### src/sv/sedsc_pkg.sv
package sedsc_pkg;

  // Field widths
  localparam int unsigned TRACK_W = 16;
  localparam int unsigned MOVE_W  = 17;
  localparam int unsigned SUM_W   = 18;
  localparam int unsigned SIZE_W  = 17;

  // Stream word layout
  localparam int unsigned IN_TDATA_W  = 16;
  localparam int unsigned OUT_TDATA_W = 40;

  // Largest track count honored; larger disk sizes saturate to this
  localparam logic [SIZE_W-1:0] SIZE_MAX = 17'h10000;

  // Configuration register indexes
  typedef logic [1:0] cfg_idx_t;
  localparam cfg_idx_t CFG_START_HEAD = 2'd0;
  localparam cfg_idx_t CFG_SWEEP_LEFT = 2'd1;
  localparam cfg_idx_t CFG_DISK_SIZE  = 2'd2;

  // Scheduler sequencer states
  typedef logic [1:0] seq_state_t;
  localparam seq_state_t ST_LOAD  = 2'd0;
  localparam seq_state_t ST_SCAN  = 2'd1;
  localparam seq_state_t ST_PUSH  = 2'd2;
  localparam seq_state_t ST_FLUSH = 2'd3;

endpackage

### src/sv/scan_elevator_disk_scheduler_core.sv
// Channel   | Direction | Signals                              | Contents
// ----------+-----------+--------------------------------------+---------------------------------
// s_axis    | in        | tvalid, tready, tdata[15:0], tlast    | request_track; tlast = is_last
// m_axis    | out       | tvalid, tready, tdata[39:0], tuser,   | serviced_track, total_movement;
//           |           | tlast                                | tuser = is_disk_end, tlast = last
// cfg       | in        | cfg_valid_i, cfg_ready_o, cfg_addr_i, | 0 start_head, 1 sweep_left_first,
//           |           | cfg_data_i[16:0]                     | 2 disk_size
//
// Loading takes one request per cycle. Each visit then costs one selection pass over the
// stored requests through the single read port of the request memory, followed by a
// hand-off state that passes the visit on. The input is not ready while a batch is
// scheduled; a stalled output holds the sequencer in its hand-off state.
// Reset clears the served marks, the counters and the configuration registers; the request
// memory itself is not cleared, entries are read only after they are written.
module scan_elevator_disk_scheduler_core
  import sedsc_pkg::*;
#(
  parameter int unsigned MAX_REQUESTS = 32
) (
  input  logic                   clk_i,
  input  logic                   rst_ni,
  // Request stream
  input  logic                   s_axis_tvalid,
  output logic                   s_axis_tready,
  input  logic [IN_TDATA_W-1:0]  s_axis_tdata,   // [15:0] request_track
  input  logic                   s_axis_tlast,
  // Visit stream
  output logic                   m_axis_tvalid,
  input  logic                   m_axis_tready,
  output logic [OUT_TDATA_W-1:0] m_axis_tdata,   // [15:0] serviced_track, [32:16] total_movement
  output logic                   m_axis_tuser,   // [0] is_disk_end
  output logic                   m_axis_tlast,
  // Configuration writes
  input  logic                   cfg_valid_i,
  output logic                   cfg_ready_o,
  input  cfg_idx_t               cfg_addr_i,
  input  logic [SIZE_W-1:0]      cfg_data_i
);

  localparam int unsigned CntW = $clog2(MAX_REQUESTS + 1);
  localparam int unsigned IdxW = (MAX_REQUESTS > 1) ? $clog2(MAX_REQUESTS) : 1;
  localparam logic [CntW-1:0] CntMax = CntW'(MAX_REQUESTS);

  // Configuration registers
  logic [TRACK_W-1:0] start_head_q;
  logic               sweep_left_q;
  logic [SIZE_W-1:0]  disk_size_q;

  always_ff @(posedge clk_i or negedge rst_ni) begin
    if (!rst_ni) begin
      start_head_q <= '0;
      sweep_left_q <= 1'b0;
      disk_size_q  <= SIZE_MAX;
    end else if (cfg_valid_i) begin
      unique case (cfg_addr_i)
        CFG_START_HEAD: start_head_q <= cfg_data_i[TRACK_W-1:0];
        CFG_SWEEP_LEFT: sweep_left_q <= cfg_data_i[0];
        CFG_DISK_SIZE:  disk_size_q  <= cfg_data_i;
        default: ;
      endcase
    end
  end

  assign cfg_ready_o = 1'b1;

  // Sequencer and datapath registers
  seq_state_t          state_q, state_d;
  logic [CntW-1:0]     count_q, count_d;
  logic [TRACK_W-1:0]  origin_q, origin_d;
  logic [TRACK_W-1:0]  end_q, end_d;
  logic                left_q, left_d;
  logic                pass_q, pass_d;
  logic [TRACK_W-1:0]  head_q, head_d;
  logic [SUM_W-1:0]    sum_q, sum_d;
  logic [MAX_REQUESTS-1:0] marks_q, marks_d;
  logic [CntW-1:0]     issue_q, issue_d;
  logic                cmp_vld_q, cmp_vld_d;
  logic [IdxW-1:0]     cmp_idx_q, cmp_idx_d;
  logic                found_q, found_d;
  logic [TRACK_W-1:0]  best_q, best_d;
  logic [IdxW-1:0]     pick_q, pick_d;
  logic [TRACK_W-1:0]  vis_track_q, vis_track_d;
  logic                vis_end_q, vis_end_d;
  logic                pend_vld_q, pend_vld_d;
  logic [TRACK_W-1:0]  pend_track_q, pend_track_d;
  logic [SUM_W-1:0]    pend_sum_q, pend_sum_d;
  logic                pend_end_q, pend_end_d;
  logic                out_vld_q, out_vld_d;
  logic [TRACK_W-1:0]  out_track_q, out_track_d;
  logic [MOVE_W-1:0]   out_sum_q, out_sum_d;
  logic                out_end_q, out_end_d;
  logic                out_last_q, out_last_d;

  // Request memory
  logic [TRACK_W-1:0] req_mem [MAX_REQUESTS];
  logic [TRACK_W-1:0] rd_data_q;
  logic               in_xfer;
  logic               mem_we;
  logic               mem_re;

  assign in_xfer = s_axis_tvalid && s_axis_tready;
  assign mem_we  = in_xfer && (count_q < CntMax);
  assign mem_re  = (state_q == ST_SCAN) && (issue_q < count_q);

  always_ff @(posedge clk_i) begin
    if (mem_we) begin
      req_mem[count_q[IdxW-1:0]] <= s_axis_tdata[TRACK_W-1:0];
    end
    if (mem_re) begin
      rd_data_q <= req_mem[issue_q[IdxW-1:0]];
    end
  end

  // Saturated disk geometry from the live configuration
  logic [SIZE_W-1:0]  size_c;
  logic [SIZE_W-1:0]  end_wide_c;
  logic [TRACK_W-1:0] end_c;
  logic [TRACK_W-1:0] origin_c;

  always_comb begin
    if (disk_size_q == '0) begin
      size_c = SIZE_W'(1);
    end else if (disk_size_q > SIZE_MAX) begin
      size_c = SIZE_MAX;
    end else begin
      size_c = disk_size_q;
    end
    end_wide_c = size_c - SIZE_W'(1);
    end_c      = end_wide_c[TRACK_W-1:0];
    origin_c   = (start_head_q > end_c) ? end_c : start_head_q;
  end

  // Compare stage: stored request saturated to the disk end
  logic [TRACK_W-1:0] cand_c;
  logic               cand_ok_c;

  always_comb begin
    cand_c = (rd_data_q > end_q) ? end_q : rd_data_q;
    if (left_q) begin
      cand_ok_c = (cand_c < origin_q) && (!found_q || (cand_c > best_q));
    end else begin
      cand_ok_c = (cand_c > origin_q) && (!found_q || (cand_c < best_q));
    end
    cand_ok_c = cand_ok_c && cmp_vld_q && !marks_q[cmp_idx_q];
  end

  logic               out_free;
  logic               scan_done;
  logic [TRACK_W-1:0] next_track_c;
  logic [TRACK_W-1:0] dist_c;

  assign out_free  = !out_vld_q || m_axis_tready;
  assign scan_done = (issue_q == count_q) && !cmp_vld_q;

  always_comb begin
    state_d      = state_q;
    count_d      = count_q;
    origin_d     = origin_q;
    end_d        = end_q;
    left_d       = left_q;
    pass_d       = pass_q;
    head_d       = head_q;
    sum_d        = sum_q;
    marks_d      = marks_q;
    issue_d      = issue_q;
    cmp_vld_d    = 1'b0;
    cmp_idx_d    = cmp_idx_q;
    found_d      = found_q;
    best_d       = best_q;
    pick_d       = pick_q;
    vis_track_d  = vis_track_q;
    vis_end_d    = vis_end_q;
    pend_vld_d   = pend_vld_q;
    pend_track_d = pend_track_q;
    pend_sum_d   = pend_sum_q;
    pend_end_d   = pend_end_q;
    out_vld_d    = out_vld_q && !m_axis_tready;
    out_track_d  = out_track_q;
    out_sum_d    = out_sum_q;
    out_end_d    = out_end_q;
    out_last_d   = out_last_q;
    next_track_c = best_q;
    dist_c       = '0;

    unique case (state_q)
      ST_LOAD: begin
        if (mem_we) begin
          count_d = count_q + CntW'(1);
        end
        if (in_xfer && s_axis_tlast) begin
          origin_d = origin_c;
          end_d    = end_c;
          left_d   = sweep_left_q;
          pass_d   = 1'b0;
          head_d   = origin_c;
          sum_d    = '0;
          marks_d  = '0;
          issue_d  = '0;
          found_d  = 1'b0;
          state_d  = ST_SCAN;
        end
      end

      ST_SCAN: begin
        // Issue reads in index order, compare one entry per cycle
        if (mem_re) begin
          issue_d   = issue_q + CntW'(1);
          cmp_vld_d = 1'b1;
          cmp_idx_d = issue_q[IdxW-1:0];
        end
        if (cand_ok_c) begin
          found_d = 1'b1;
          best_d  = cand_c;
          pick_d  = cmp_idx_q;
        end
        if (scan_done) begin
          if (found_q) begin
            next_track_c    = best_q;
            vis_end_d       = 1'b0;
            marks_d[pick_q] = 1'b1;
            state_d         = ST_PUSH;
          end else if (!pass_q) begin
            // Sweep reached its end: visit the disk end and turn around
            next_track_c = left_q ? '0 : end_q;
            vis_end_d    = 1'b1;
            pass_d       = 1'b1;
            left_d       = !left_q;
            state_d      = ST_PUSH;
          end else begin
            state_d = ST_FLUSH;
          end
          if (state_d == ST_PUSH) begin
            dist_c      = (next_track_c > head_q) ? next_track_c - head_q
                                                  : head_q - next_track_c;
            sum_d       = sum_q + SUM_W'(dist_c);
            head_d      = next_track_c;
            vis_track_d = next_track_c;
          end
        end
      end

      ST_PUSH: begin
        // Visits are held back one step so that the final one can be flagged
        if (!pend_vld_q || out_free) begin
          if (pend_vld_q) begin
            out_vld_d   = 1'b1;
            out_track_d = pend_track_q;
            out_sum_d   = pend_sum_q[MOVE_W-1:0];
            out_end_d   = pend_end_q;
            out_last_d  = 1'b0;
          end
          pend_vld_d   = 1'b1;
          pend_track_d = vis_track_q;
          pend_sum_d   = sum_q;
          pend_end_d   = vis_end_q;
          issue_d      = '0;
          found_d      = 1'b0;
          state_d      = ST_SCAN;
        end
      end

      ST_FLUSH: begin
        if (out_free) begin
          out_vld_d   = 1'b1;
          out_track_d = pend_track_q;
          out_sum_d   = pend_sum_q[MOVE_W-1:0];
          out_end_d   = pend_end_q;
          out_last_d  = 1'b1;
          pend_vld_d  = 1'b0;
          count_d     = '0;
          state_d     = ST_LOAD;
        end
      end

      default: state_d = ST_LOAD;
    endcase
  end

  // Control state
  always_ff @(posedge clk_i or negedge rst_ni) begin
    if (!rst_ni) begin
      state_q    <= ST_LOAD;
      count_q    <= '0;
      marks_q    <= '0;
      issue_q    <= '0;
      cmp_vld_q  <= 1'b0;
      found_q    <= 1'b0;
      pass_q     <= 1'b0;
      pend_vld_q <= 1'b0;
      out_vld_q  <= 1'b0;
      head_q     <= '0;
      sum_q      <= '0;
    end else begin
      state_q    <= state_d;
      count_q    <= count_d;
      marks_q    <= marks_d;
      issue_q    <= issue_d;
      cmp_vld_q  <= cmp_vld_d;
      found_q    <= found_d;
      pass_q     <= pass_d;
      pend_vld_q <= pend_vld_d;
      out_vld_q  <= out_vld_d;
      head_q     <= head_d;
      sum_q      <= sum_d;
    end
  end

  // Payload
  always_ff @(posedge clk_i) begin
    origin_q     <= origin_d;
    end_q        <= end_d;
    left_q       <= left_d;
    cmp_idx_q    <= cmp_idx_d;
    best_q       <= best_d;
    pick_q       <= pick_d;
    vis_track_q  <= vis_track_d;
    vis_end_q    <= vis_end_d;
    pend_track_q <= pend_track_d;
    pend_sum_q   <= pend_sum_d;
    pend_end_q   <= pend_end_d;
    out_track_q  <= out_track_d;
    out_sum_q    <= out_sum_d;
    out_end_q    <= out_end_d;
    out_last_q   <= out_last_d;
  end

  assign s_axis_tready = (state_q == ST_LOAD);
  assign m_axis_tvalid = out_vld_q;
  assign m_axis_tdata  = {(OUT_TDATA_W - MOVE_W - TRACK_W)'(0), out_sum_q, out_track_q};
  assign m_axis_tuser  = out_end_q;
  assign m_axis_tlast  = out_last_q;

endmodule
### config.mk
export PLATFORM = sky130hd
export DESIGN_NAME = scan_elevator_disk_scheduler_core
export DESIGN_NICKNAME = d
export VERILOG_FILES = /design/src/sv/sedsc_pkg.sv /design/src/sv/scan_elevator_disk_scheduler_core.sv
export SDC_FILE = /design/constraint.sdc
export NUM_CORES = 1
export LEC_CHECK = 0
export ABC_AREA = 1
export BUFFER_PORTS_ARGS = -buffer_cell sky130_fd_sc_hd__buf_2
export CAP_MARGIN = 20
export CORE_MARGIN = 2
export CORE_UTILIZATION = 27
export CTS_CLUSTER_DIAMETER = 60
export DETAILED_ROUTE_END_ITERATION = 8
export PLACE_DENSITY = 0.5
export SETUP_SLACK_MARGIN = 0.3
export SYNTH_ARGS = -nofsm -noshare
export SYNTH_HDL_FRONTEND = slang
export SYNTH_SLANG_ARGS = --single-unit
export TNS_END_PERCENT = 30
### constraint.sdc
create_clock -name clk_i -period 13.15 [get_ports clk_i]
set_input_delay 0 -clock clk_i [delete_from_list [all_inputs] [get_ports clk_i]]
set_output_delay 0 -clock clk_i [all_outputs]
set_load 0.02 [all_outputs]
==> impl_results.md <==
- Max IR drop VDD: roughly 0.13 mV
- MaxCap Viol Count: 0
- Slew HR: 0.310
- TritonCTS Buffers: between 90 and 100
- I/O pin cnt: 86
- Setup TNS Final: 0 ns
- FF-to-FF path depth: 30
- Max FO, Critical Path: 25
- Post-route DRC: 0
- Drt via density: roughly 4.6
- Synth Cell Area: about 0.035 sq mm
- Wirelength per Cell: 18.8 um
- Number of clock sinks seen by CTS: just under 800
- Router iterations before antenna repair: 5
- P_leak: between 15 and 20 nW
- Post-synth cell types: 67
- RSZ-0062 raised after global routing: no
- Slew at the pin with the worst max-slew slack: between 1 and 1.5 ns
- Yosys reg bits: around 800
- Final setup viols: 0
- Cts hold-fix bufs: 43
- Synth area leader: edfxtp_1
- Core ar.: 0.129 sq mm
- Seq/Total Area, Yosys: 0.660
- Initial core utilization: 0.272
- Crit path time final: approximately 5.5 ns
- Via count: between 20000 and 25000
- Post-route ant nets: 0
- Pwr Density: about 230 mW/mm^2
- Crit path DAT: 6.00 ns
- Synth async-reset ratio: 0.149
- Fin cells: around 5000
- Reg-to-reg setup timing slack: approximately 7.6 ns
- Nets: 3382
- Top cell type's share of synthesized area: 0.575
- Share of cells above drive strength 1: 0.102
- Ys Warns: 0
- Worst Setup Path Type: flop to flop
- Area growth syn-to-layout: 17.0%
- CP startpoint kind: flop
- Fillers: between 10000 and 15000
- Worst skew pair latency: about 0.70 ns
- Max frequency: ~180 MHz
- Period utilization: 0.420
- Post-CTS Setup Repair Bufs: 0
- Min-delay worst type: input port to flop
- Syn avg cell area: 11.4 sq um
- CTS tree: done
- Clock Tree Buf Depth: 3
- Status: finished clean
- GRT overflow: 0
- Post-DP HPWL: between 50 and 60 mm
- Initial DRC count: approximately 1700
- Largest net degree at the start of global routing: 199
- H-tree levels: 3
- Setup crit start: found_q
- Layout Skew: ~0.08 ns
- Initial antenna violation count: 0
- Post-synth EDFFs: between 600 and 700
- Critical Path Max Stage Delay: approximately 0.44 ns
- Post-cts gate resize count: 0
- Vias in the first global route: approximately 23000
- Fin. Hold Viols: 0
- CTS root buffer: clkbuf_16
- Highest-delay cell along the critical path: dfrtp_1
- Placed Instances: a little under 5000
- Top FF cell, synth: edfxtp_1
- R2R Path Start: found_q
- Total wire length: between 90 and 100 mm
- Die area: between 0.1 and 0.15 sq mm
- Fin. max-slew vios: 0
- Critical path's most frequent cell: nand2_1
- Critical Path End: sum_q[16]
- Reg clk slew, reported paths: 0.06 ns
- Crit. End Element: flop
- Worst Hold Depth: 4
- Die Y: about 360 um
- Cells after Synth: roughly 3100
- First-pass GRT wire length: 143 mm
- Required time of the critical path: roughly 14 ns
- Port bufs: between 70 and 80
- Routability cong.: 0.843
- GR Util All Layers: 0.142
- Num rows: approximately 130
- Synth top area cells: edfxtp_1, dfrtp_1, o21ai_0
- RR Endpoint: sum_q[16]
- Die X: ~360 um
logic make-up after synthesis:
| family | Yosys count | synth area share |
|---|---|---|
| and+or+nand+nor | 921 | 0.110 |
| xor gates and xnor gates | 33 | 0.00887 |
| AOI/OAI and AO/OA | 771 | 0.126 |
| other | 2 | 0.000214 |
| buffers and inverters | 442 | 0.0492 |
| muxes | 4 | 0.00121 |
| DFF | 791 | 0.660 |
| adders and majority gates | 124 | 0.0448 |
cells in the final DEF, fill, tap and decap left out, drive strengths merged, types with 3 or more instances in the layout:
cell,netlist,routed
o2111ai,3,3
nand2,367,367
dlygate4sd3,0,42
o22ai,83,83
fa,3,3
nor4,3,3
edfxtp,673,673
a22oi,6,6
clkinv,4,35
xnor2,7,7
a211oi,4,4
xor2,26,26
buf,30,132
a21oi,132,132
bufinv,0,6
nand4,26,26
a21o,6,6
nor3,25,25
o21ai,421,421
nor2,396,396
a31oi,16,16
nand3,96,96
or2,4,4
dfrtp,117,117
conb,2,8
o31ai,5,5
clkbuf,115,127
o211ai,23,23
inv,293,299
o221ai,58,58
ha,121,121
cell type report:
cell class                 count  area [sq um]  share of cell area
clock buffer                 127          2510              0.0612
clock inverter                43           519              0.0126
timing repair buffer         174          1310              0.0318
tap                         1742          2180              0.0531
sequential                   791         23200               0.564
multi-input combinational   1861         10300               0.250
inverter                     297          1120              0.0273
antenna                        1          2.50           0.0000609
per-stage QoR:
stage	total power [W]	hold WS, ns	utilization	area (sq um)	setup WS [ns]
final	0.00942	0.130	0.318	41100	7.62
after global placement	0.00694	0.0384	0.290	37500	7.40
after CTS	0.00954	0.0872	0.318	41100	7.61
after global routing	0.0101	0.133	0.318	41100	7.08
after detailed placement	0.00697	0.0440	0.291	37600	7.72
after floorplan	0.00581	-0.296	-	35100	8.54
synthesized netlist by cell type (11+ instances only):
cell type and count:
buf_4 11, clkbuf_1 115, o21ai_1 14, a31oi_1 16
nand3_1 91, inv_1 281, a21oi_1 128, dfrtp_1 117
edfxtp_1 673, o211ai_1 22, buf_2 14, nor3_1 18
nand2_1 361, o22ai_1 83, inv_2 12, xor2_1 24
nand4_1 25, ha_1 121, o21ai_0 402, o221ai_1 58
nor2_1 387
layer usage:
metal | track usage | routed length (um)
met5 | 0 | 0
met4 | 0.0430 | 2570
met3 | 0.0238 | 4370
met2 | 0.238 | 45400
met1 | 0.186 | 42100
critical path: cells and delay by family, from the launching register on:
kind / cells / cell delay, ns
AND/OR/NAND/NOR: 14 / 1.71
AO/OA/AOI/OAI: 8 / 1.69
adder cells (fa/ha/maj): 2 / 0.65
buffers and inverters: 4 / 0.50
flip-flops: 1 / 0.44
XOR/XNOR: 2 / 0.33
worst min path at each step:
stage	start	to	slack, ns
6_report	cfg_data_i[16]	disk_size_q[16]	0.13
3_3_place_gp	rst_ni	disk_size_q[14]	0.04
4_1_cts	cfg_data_i[16]	disk_size_q[16]	0.09
2_1_floorplan	rst_ni	cmp_vld_q	-0.30
3_5_place_dp	rst_ni	head_q[13]	0.04
5_1_grt	cfg_data_i[11]	start_head_q[11]	0.13
flip-flops by register name, summed over array words and instances (netlist names), 17 cells and up:
register     cells
disk_size_q     17
marks_q         32
out_sum_q       17
pend_sum_q      17
req_mem        512
sum_q           17
power by group:
group / internal, W / switching (W) / leakage (nW)
Combinational: 0.00113 / 0.00245 / 6.10
Clock: 0.00147 / 0.00106 / 1.47
Sequential: 0.00312 / 0.000190 / 7.62
Total: 0.00572 / 0.00370 / 15.2
Note: power is estimated with default switching activity, not from simulation.
